==> src/hdl/sapid_pkg.sv <==
// ----------------------------------------------------------------------------
// sapid_pkg
// Shared constants, operation codes and the controller command bundle for
// the servo angle PID step core.
// ----------------------------------------------------------------------------
package sapid_pkg;

  // Reading and angle mapping
  localparam int ADC_WIDTH = 12;
  localparam logic [ADC_WIDTH-1:0] ADC_LO = ADC_WIDTH'(330);
  localparam logic [ADC_WIDTH-1:0] ADC_HI = ADC_WIDTH'(620);
  localparam int DELTA_W = 9;   // clamped reading minus low limit: 0..290
  localparam int NUM_W   = 23;  // delta * 23040 + 145
  localparam logic [NUM_W-1:0] ANGLE_SPAN = NUM_W'(23040);
  localparam logic [NUM_W-1:0] ADC_ROUND  = NUM_W'(145);
  localparam logic signed [15:0] ANGLE_LIM  = 16'sd11520;
  localparam logic signed [14:0] TARGET_MAX = 15'sd11520;
  localparam logic signed [14:0] TARGET_MIN = -15'sd11520;

  // Reciprocals scaled by 2^32, exact over the operand ranges used here
  localparam logic signed [31:0] RECIP_290 = 32'sd14810233;
  localparam logic signed [31:0] RECIP_100 = 32'sd42949673;
  localparam logic signed [23:0] INTERVAL_MS = 24'sd100;

  localparam logic signed [32:0] INT32_MAX_X = 33'sd2147483647;
  localparam logic signed [32:0] INT32_MIN_X = -33'sd2147483648;
  localparam logic signed [48:0] DRIVE_MAX_X = 49'sd32767;
  localparam logic signed [48:0] DRIVE_MIN_X = -49'sd32768;

  // Configuration register indexes
  localparam int CFG_IDX_W = 3;
  localparam logic [CFG_IDX_W-1:0] REG_KP     = 3'd0;
  localparam logic [CFG_IDX_W-1:0] REG_KI     = 3'd1;
  localparam logic [CFG_IDX_W-1:0] REG_KD     = 3'd2;
  localparam logic [CFG_IDX_W-1:0] REG_BIAS   = 3'd3;
  localparam logic [CFG_IDX_W-1:0] REG_TARGET = 3'd4;

  // Shared multiplier operand selection
  localparam logic [2:0] MUL_NONE  = 3'd0;
  localparam logic [2:0] MUL_ANGLE = 3'd1;
  localparam logic [2:0] MUL_KP    = 3'd2;
  localparam logic [2:0] MUL_DIV   = 3'd3;
  localparam logic [2:0] MUL_KI    = 3'd4;
  localparam logic [2:0] MUL_KD    = 3'd5;

  // Accumulator operations
  localparam logic [1:0] ACC_HOLD   = 2'd0;
  localparam logic [1:0] ACC_LOAD   = 2'd1;
  localparam logic [1:0] ACC_ADD    = 2'd2;
  localparam logic [1:0] ACC_ADD_SH = 2'd3;

  typedef struct packed {
    logic       load_in;
    logic [2:0] mul_sel;
    logic       ld_err;
    logic       ld_integ;
    logic       ld_deriv;
    logic [1:0] acc_op;
    logic       ld_out;
  } sapid_cmd_t;

endpackage

==> src/hdl/sapid_ctrl.sv <==
// ----------------------------------------------------------------------------
// sapid_ctrl
// Sequencer for one control tick: walks the datapath through the angle
// mapping, error, integral, derivative and gain products, and owns the
// input and output handshakes.
// ----------------------------------------------------------------------------
module sapid_ctrl (
  input  logic                  clk,
  input  logic                  rst,
  input  logic                  in_valid,
  output logic                  in_ready,
  output logic                  out_valid,
  input  logic                  out_ready,
  output sapid_pkg::sapid_cmd_t cmd
);

  localparam logic [3:0] ST_IDLE  = 4'd0;
  localparam logic [3:0] ST_ANG   = 4'd1;
  localparam logic [3:0] ST_ERR   = 4'd2;
  localparam logic [3:0] ST_INTEG = 4'd3;
  localparam logic [3:0] ST_DIVD  = 4'd4;
  localparam logic [3:0] ST_KI    = 4'd5;
  localparam logic [3:0] ST_KD    = 4'd6;
  localparam logic [3:0] ST_ACC   = 4'd7;
  localparam logic [3:0] ST_OUT   = 4'd8;

  logic [3:0] state;
  logic [3:0] state_next;
  logic       out_valid_next;

  assign in_ready = (state == ST_IDLE);

  always_comb begin
    state_next  = state;
    cmd         = '0;
    cmd.mul_sel = sapid_pkg::MUL_NONE;
    cmd.acc_op  = sapid_pkg::ACC_HOLD;
    case (state)
      ST_IDLE: begin
        if (in_valid) begin
          cmd.load_in = 1'b1;
          state_next  = ST_ANG;
        end
      end
      ST_ANG: begin
        cmd.mul_sel = sapid_pkg::MUL_ANGLE;
        state_next  = ST_ERR;
      end
      ST_ERR: begin
        cmd.ld_err = 1'b1;
        state_next = ST_INTEG;
      end
      ST_INTEG: begin
        cmd.ld_integ = 1'b1;
        cmd.mul_sel  = sapid_pkg::MUL_KP;
        state_next   = ST_DIVD;
      end
      ST_DIVD: begin
        cmd.mul_sel = sapid_pkg::MUL_DIV;
        cmd.acc_op  = sapid_pkg::ACC_LOAD;
        state_next  = ST_KI;
      end
      ST_KI: begin
        cmd.ld_deriv = 1'b1;
        cmd.mul_sel  = sapid_pkg::MUL_KI;
        state_next   = ST_KD;
      end
      ST_KD: begin
        cmd.mul_sel = sapid_pkg::MUL_KD;
        cmd.acc_op  = sapid_pkg::ACC_ADD;
        state_next  = ST_ACC;
      end
      ST_ACC: begin
        cmd.acc_op = sapid_pkg::ACC_ADD_SH;
        state_next = ST_OUT;
      end
      ST_OUT: begin
        // hold until the output register is free
        if (!out_valid || out_ready) begin
          cmd.ld_out = 1'b1;
          state_next = ST_IDLE;
        end
      end
      default: begin
        state_next = ST_IDLE;
      end
    endcase
  end

  always_comb begin
    out_valid_next = out_valid;
    if (cmd.ld_out) begin
      out_valid_next = 1'b1;
    end else if (out_ready) begin
      out_valid_next = 1'b0;
    end
  end

  always_ff @(posedge clk) begin
    if (rst) begin
      state     <= ST_IDLE;
      out_valid <= 1'b0;
    end else begin
      state     <= state_next;
      out_valid <= out_valid_next;
    end
  end

`ifndef SYNTHESIS
  a_ld_out_slot_free: assert property (@(posedge clk) disable iff (rst)
    cmd.ld_out |-> (!out_valid || out_ready))
    else $error("result loaded over an untaken result");

  a_accept_starts_tick: assert property (@(posedge clk) disable iff (rst)
    (in_valid && in_ready) |=> (state == ST_ANG))
    else $error("accepted transaction did not start a tick");

  a_acc_then_out: assert property (@(posedge clk) disable iff (rst)
    (state == ST_ACC) |=> (state == ST_OUT))
    else $error("accumulate step not followed by output step");

  a_valid_from_out: assert property (@(posedge clk) disable iff (rst)
    $rose(out_valid) |-> ($past(state) == ST_OUT))
    else $error("result raised outside the output step");
`endif

endmodule

==> src/hdl/sapid_dp.sv <==
// ----------------------------------------------------------------------------
// sapid_dp
// Datapath: configuration registers, angle mapping, error, saturating
// integral, derivative, one shared 32x32 multiplier, accumulator and the
// output register.
// ----------------------------------------------------------------------------
module sapid_dp (
  input  logic                                clk,
  input  logic                                rst,
  input  sapid_pkg::sapid_cmd_t               cmd,
  input  logic [sapid_pkg::ADC_WIDTH-1:0]     filtered_adc,
  input  logic                                cfg_we,
  input  logic [sapid_pkg::CFG_IDX_W-1:0]     cfg_index,
  input  logic [31:0]                         cfg_data,
  output logic signed [15:0]                  drive,
  output logic signed [14:0]                  measured_angle,
  output logic signed [15:0]                  angle_error
);

  // Configuration
  logic signed [31:0] kp;
  logic signed [31:0] ki;
  logic signed [31:0] kd;
  logic signed [15:0] bias;
  logic signed [14:0] target_angle;

  // Controller state kept across ticks
  logic signed [31:0] integral_sum;
  logic signed [15:0] previous_error;

  // Per-tick working registers
  logic [sapid_pkg::ADC_WIDTH-1:0] adc;
  logic signed [14:0] angle;
  logic signed [15:0] err;
  logic [23:0]        diff_mag;
  logic               diff_neg;
  logic signed [17:0] deriv;
  logic signed [63:0] prod;
  logic signed [63:0] acc;

  // Combinational terms
  logic [sapid_pkg::ADC_WIDTH-1:0] adc_clamped;
  logic [sapid_pkg::DELTA_W-1:0]   delta;
  logic [sapid_pkg::NUM_W-1:0]     num;
  logic signed [31:0] mul_a;
  logic signed [31:0] mul_b;
  logic signed [15:0] angle_wide;
  logic signed [14:0] target_clamped;
  logic signed [15:0] err_next;
  logic signed [23:0] err_x100;
  logic signed [32:0] integ_sum;
  logic signed [31:0] integ_sat;
  logic signed [16:0] diff;
  logic signed [24:0] diff_x256;
  logic signed [24:0] diff_abs;
  logic [16:0]        quot;
  logic signed [17:0] deriv_next;
  logic signed [48:0] drive_sum;
  logic signed [15:0] drive_sat;

  always_ff @(posedge clk) begin
    if (rst) begin
      kp           <= '0;
      ki           <= '0;
      kd           <= '0;
      bias         <= '0;
      target_angle <= '0;
    end else if (cfg_we) begin
      case (cfg_index)
        sapid_pkg::REG_KP:     kp           <= cfg_data;
        sapid_pkg::REG_KI:     ki           <= cfg_data;
        sapid_pkg::REG_KD:     kd           <= cfg_data;
        sapid_pkg::REG_BIAS:   bias         <= cfg_data[15:0];
        sapid_pkg::REG_TARGET: target_angle <= cfg_data[14:0];
        default: begin
          // drop writes to unmapped indexes
        end
      endcase
    end
  end

  // Angle: -11520 + round(delta * 23040 / 290), division by reciprocal
  always_comb begin
    if (adc < sapid_pkg::ADC_LO) begin
      adc_clamped = sapid_pkg::ADC_LO;
    end else if (adc > sapid_pkg::ADC_HI) begin
      adc_clamped = sapid_pkg::ADC_HI;
    end else begin
      adc_clamped = adc;
    end
    delta = sapid_pkg::DELTA_W'(adc_clamped - sapid_pkg::ADC_LO);
    num   = sapid_pkg::NUM_W'(delta) * sapid_pkg::ANGLE_SPAN + sapid_pkg::ADC_ROUND;
  end

  always_comb begin
    case (cmd.mul_sel)
      sapid_pkg::MUL_ANGLE: begin
        mul_a = $signed(32'(num));
        mul_b = sapid_pkg::RECIP_290;
      end
      sapid_pkg::MUL_KP: begin
        mul_a = kp;
        mul_b = 32'(err);
      end
      sapid_pkg::MUL_DIV: begin
        mul_a = $signed(32'(diff_mag));
        mul_b = sapid_pkg::RECIP_100;
      end
      sapid_pkg::MUL_KI: begin
        mul_a = ki;
        mul_b = integral_sum;
      end
      sapid_pkg::MUL_KD: begin
        mul_a = kd;
        mul_b = 32'(deriv);
      end
      default: begin
        mul_a = '0;
        mul_b = '0;
      end
    endcase
  end

  always_comb begin
    angle_wide = $signed({1'b0, prod[46:32]}) - sapid_pkg::ANGLE_LIM;
    if (target_angle > sapid_pkg::TARGET_MAX) begin
      target_clamped = sapid_pkg::TARGET_MAX;
    end else if (target_angle < sapid_pkg::TARGET_MIN) begin
      target_clamped = sapid_pkg::TARGET_MIN;
    end else begin
      target_clamped = target_angle;
    end
    err_next = 16'(target_clamped) - angle_wide;
  end

  always_comb begin
    err_x100  = 24'(err) * sapid_pkg::INTERVAL_MS;
    integ_sum = 33'(integral_sum) + 33'(err_x100);
    if (integ_sum > sapid_pkg::INT32_MAX_X) begin
      integ_sat = sapid_pkg::INT32_MAX_X[31:0];
    end else if (integ_sum < sapid_pkg::INT32_MIN_X) begin
      integ_sat = sapid_pkg::INT32_MIN_X[31:0];
    end else begin
      integ_sat = integ_sum[31:0];
    end
    diff      = 17'(err) - 17'(previous_error);
    diff_x256 = {diff, 8'b0};
    diff_abs  = diff[16] ? -diff_x256 : diff_x256;
  end

  // Truncate toward zero: divide the magnitude, then restore the sign
  always_comb begin
    quot       = prod[48:32];
    deriv_next = diff_neg ? -$signed({1'b0, quot}) : $signed({1'b0, quot});
  end

  always_comb begin
    drive_sum = 49'($signed(acc[63:16])) + 49'(bias);
    if (drive_sum > sapid_pkg::DRIVE_MAX_X) begin
      drive_sat = sapid_pkg::DRIVE_MAX_X[15:0];
    end else if (drive_sum < sapid_pkg::DRIVE_MIN_X) begin
      drive_sat = sapid_pkg::DRIVE_MIN_X[15:0];
    end else begin
      drive_sat = drive_sum[15:0];
    end
  end

  always_ff @(posedge clk) begin
    if (rst) begin
      integral_sum   <= '0;
      previous_error <= '0;
    end else if (cmd.ld_integ) begin
      integral_sum   <= integ_sat;
      previous_error <= err;
    end
  end

  always_ff @(posedge clk) begin
    prod <= mul_a * mul_b;
    if (cmd.load_in) begin
      adc <= filtered_adc;
    end
    if (cmd.ld_err) begin
      angle <= angle_wide[14:0];
      err   <= err_next;
    end
    if (cmd.ld_integ) begin
      diff_mag <= diff_abs[23:0];
      diff_neg <= diff[16];
    end
    if (cmd.ld_deriv) begin
      deriv <= deriv_next;
    end
    case (cmd.acc_op)
      sapid_pkg::ACC_LOAD:   acc <= prod;
      sapid_pkg::ACC_ADD:    acc <= acc + prod;
      sapid_pkg::ACC_ADD_SH: acc <= acc + (prod >>> 8);
      default: begin
        // hold
      end
    endcase
    if (cmd.ld_out) begin
      drive          <= drive_sat;
      measured_angle <= angle;
      angle_error    <= err;
    end
  end

endmodule

==> src/hdl/servo_angle_pid_step_core.sv <==
// ----------------------------------------------------------------------------
// servo_angle_pid_step_core
// Fixed-point servo angle PID: maps a filtered potentiometer reading to an
// angle, forms the error against the target and runs one PID step per input.
// ----------------------------------------------------------------------------
//  Channel  Handshake            Payload
//  input    in_valid/in_ready    filtered_adc
//  output   out_valid/out_ready  drive, measured_angle, angle_error
//  config   cfg_valid/cfg_ready  cfg_index, cfg_data
//
//  The sequencer issues five products through one shared 32x32 multiplier,
//  with the error, integral and accumulate steps around them, then loads the
//  output register; the next input is taken only once that step is done and
//  the sequencer is back in idle.
//  Reset (synchronous, active high) clears the gains, bias, target, the
//  integral and the previous error.
//  A waiting result does not block the next input; the last step holds only
//  while the previous result is still untaken.
//  Configuration writes are always accepted.
// ----------------------------------------------------------------------------
module servo_angle_pid_step_core (
  input  logic                              clk,
  input  logic                              rst,
  input  logic                              in_valid,
  output logic                              in_ready,
  input  logic [sapid_pkg::ADC_WIDTH-1:0]   filtered_adc,
  output logic                              out_valid,
  input  logic                              out_ready,
  output logic signed [15:0]                drive,
  output logic signed [14:0]                measured_angle,
  output logic signed [15:0]                angle_error,
  input  logic                              cfg_valid,
  output logic                              cfg_ready,
  input  logic [sapid_pkg::CFG_IDX_W-1:0]   cfg_index,
  input  logic [31:0]                       cfg_data
);

  sapid_pkg::sapid_cmd_t cmd;

  assign cfg_ready = 1'b1;

  sapid_ctrl u_ctrl (
    .clk       (clk),
    .rst       (rst),
    .in_valid  (in_valid),
    .in_ready  (in_ready),
    .out_valid (out_valid),
    .out_ready (out_ready),
    .cmd       (cmd)
  );

  sapid_dp u_dp (
    .clk            (clk),
    .rst            (rst),
    .cmd            (cmd),
    .filtered_adc   (filtered_adc),
    .cfg_we         (cfg_valid && cfg_ready),
    .cfg_index      (cfg_index),
    .cfg_data       (cfg_data),
    .drive          (drive),
    .measured_angle (measured_angle),
    .angle_error    (angle_error)
  );

endmodule

==> config.mk <==
export PLATFORM = sky130hd
export DESIGN_NAME = servo_angle_pid_step_core
export DESIGN_NICKNAME = d
export VERILOG_FILES = /design/src/hdl/sapid_pkg.sv /design/src/hdl/sapid_ctrl.sv /design/src/hdl/sapid_dp.sv /design/src/hdl/servo_angle_pid_step_core.sv
export SDC_FILE = /design/constraint.sdc
export NUM_CORES = 2
export LEC_CHECK = 0
export BUFFER_PORTS_ARGS = -buffer_cell sky130_fd_sc_hd__buf_4
export CORE_MARGIN = 4
export CORE_UTILIZATION = 60
export CTS_CLUSTER_DIAMETER = 200
export CTS_CLUSTER_SIZE = 8
export DETAILED_ROUTE_END_ITERATION = 6
export PLACE_DENSITY = 0.83
export SYNTH_ARGS = -nofsm -noshare
export SYNTH_HDL_FRONTEND = slang
export SYNTH_SLANG_ARGS = --single-unit
==> constraint.sdc <==
create_clock -name clk -period 13.2 [get_ports clk]
set_clock_uncertainty 0.2 [all_clocks]
set_input_delay 1.32 -clock clk [delete_from_list [all_inputs] [get_ports clk]]
set_output_delay 1.32 -clock clk [all_outputs]
set_load 0.01 [all_outputs]
==> flow_summary.ini <==
[placement]
dp.cells = 8925
hpwl_um = 168000
io_buffers = 100
place_ws_ps = 290
gp_congestion = 1.03

[yosys]
postSynth.asyncResetShare_pct = 0
ys_types = 85
synth_simple_gate_area_share_pct = 16.0
synthFlopType = dfxtp_1
synth_warnings = 0
synth-adder-area-share_pct = 42.7
ys_ff_latch = 432
muxShareOfSynthArea_pct = 0.156
synth_top_family_by_area = adder cells
synth_area_per_cell_um2 = 8.52
synth_compound_area_share_pct = 11.6
synthXorXnorAreaFrac_pct = 3.51
syn-instance-count = 7636
syn-cell-area_um2 = 65100
seq_area_frac_synth_pct = 16.2
synth_enable_flop_cells = 189
synth_nets = 9237

[floorplan]
core_um2 = 107000
io_pins = 102
dieArea_um2 = 114000
fp.dieH_um = 337
rows = 120
die_x_um = 337
initial_core_util_pct = 60.6

[timing]
setup_slack_ps = 535
hold_viol = 0
final.setup.tns_ps = 0
tightest_slew_ps = 1460
finalCritPeriodShare_pct = 95.9
clock.fmax_ghz = 0.0790
slew_headroom_pct = 2.18
setup_viol_count_final = 0
slew_violations = 0
layout_min_cycle_time_ps = 12670

[finish]
syn_to_final_growth_pct = 6.45
fin_cells = 9041
mostFrequentLayoutCells = 1441 x nand2_1, 1355 x inv_1, 1112 x fa_1
final_common_cell = nand2_1
num-nets-final = 9186
drive_above_1_share_pct = 4.96

[drt]
first_pass_iters = 6
vias = 55755
routed_wirelength_um = 220000
drt_iter0_drc = 6347
post_drt_wl_per_cell_um = 24.3
via_per_inst = 6.17
drtAntennaViolNets = 0
drcViolationCount = 0

[cts]
path_clk_slew_ps = 50
clkSinkCount = 432
clock_latency_ps = 670
root_buffer = clkbuf_16
htreeDepth = 2
cts_buffers = 59
clockBufferDepth = 3
cts_tree = yes

[outcome]
outcome = complete, but fails checks
violations = max-capacitance violations

[critical_path]
cp.required_ps = 13580
slowest_stage = fa_1
crit_fanout = 20
startpoint_type = flip-flop
cp.arrival_ps = 13040
cp-end-kind = flip-flop
crit_path_frequent_cell = fa_1
slowest_delay_ps = 540
worst-setup-path-type = reg -> reg

[worst_hold_path]
hold_path.class = reg -> reg

[pwr]
ir_drop_mv = 0.115
p_per_area_nw_per_um2 = 123
p_leak_nw = 32.0
total_power_mw = 8.54

[flow_run]
cap_violations = 1

[global_routing]
grt_pass1_wl_um = 333000
grt_busiest_layer = met2
grt_pass1_vias = 56623
grt_max_degree = 92
track_usage_pct = 38.9
met3_usage_pct = 13.7
use_met1_pct = 48.1
overflow = 0
use_met2_pct = 58.2
antenna_found_initial = 10
## routing by layer
metal	wire length [um]	part of all wire, %
met1	77000	35
met2	92900	42
met3	31600	14
met5	52	0.024
met4	18100	8.2
## cell families after synthesis
family	after synthesis
DFF	432
AOI/OAI and AO/OA	1211
adders and majority gates	1552
and+or+nand+nor	2457
muxes	10
buffers and inverters	1712
xor gates and xnor gates	261
other	1
## flip-flops by register name, summed over array words and instances (netlist names)
register             flops
u_ctrl.state             4
u_dp.ki                 32
u_dp.acc                64
u_dp.kp                 32
u_dp.bias               16
u_dp.measured_angle     15
u_dp.integral_sum       31
u_dp.prod               64
u_dp.angle              15
u_dp.kd                 32
u_dp.angle_error        16
u_dp.diff_mag           16
u_dp.deriv              18
u_ctrl.out_valid         1
u_dp.adc                12
u_dp.err                16
u_dp.previous_error     16
u_dp.target_angle       15
u_dp.drive              16
u_dp.diff_neg            1
## cell type report
cell class	count	area (um^2)
Inverter	1356	5090
Tap cell	1403	1760
Clock inverter	3	80.1
Timing Repair Buffer	244	1870
Multi-Input combinational cell	5492	48300
Sequential cell	432	10500
Antenna cell	10	25.0
Clock buffer	101	1630
Fill cell	8674	38100
## power by group
group          switching, mW  internal (mW)  leakage, nW
Clock                  0.636          0.835        0.809
Sequential             0.169           1.57         3.70
Combinational           3.43           1.89         27.5
Total                   4.24           4.30         32.0
## path summary, 6_finish.rpt
| kind | from | end | slack [ps] | cells after the start |
|---|---|---|---|---|
| max | u_dp.adc[9] | u_dp.prod[60] | 530 | 50 |
| min | u_dp.angle[13] | u_dp.measured_angle[13] | 230 | 0 |
| max reg2reg | u_dp.adc[9] | u_dp.prod[60] | 530 | 50 |
| min reg2reg | u_dp.angle[13] | u_dp.measured_angle[13] | 230 | 0 |
## worst max-delay path: cells and delay by family (launching register included)
family / cells / cell delay (ps)
xor gates and xnor gates: 2 / 360
DFF: 1 / 430
AOI/OAI and AO/OA: 15 / 2740
adders and majority gates: 14 / 6080
buffers and inverters: 7 / 510
and+or+nand+nor: 12 / 2230
## timing repair
item                                    CTS  global route
setup buffers                             0             2
endpoints found under the setup margin    0            20
hold buffers                              0             0
resized for setup                         0            16
## synth_stat cells, types with 45 or more instances
cell type	instances	area (um^2)
xor2_1	83	727
edfxtp_1	189	5680
nand3_1	65	325
dfxtp_1	243	4860
nand2_1	1443	5420
a22oi_1	46	345
clkbuf_1	341	1280
xnor2_1	178	1560
nor3_1	60	300
a211oi_1	62	465
nor2_1	541	2030
and2_1	45	282
ha_1	436	5460
a21oi_1	460	2300
fa_1	1113	22300
inv_1	1356	5090
o21ai_0	231	1160
nand4_1	63	394
a21o_1	135	1010
## per-stage QoR
step                      hold slack (ps)  utilization [%]  area [um^2]
after global routing                  227             64.5        69200
final                                 225             64.5        69200
after CTS                             219             64.4        69200
after global placement                205             62.8        67500
after floorplan                       200                -        65100
after detailed placement              207             62.8        67500
No activity file was read; power rests on OpenSTA's default activity.
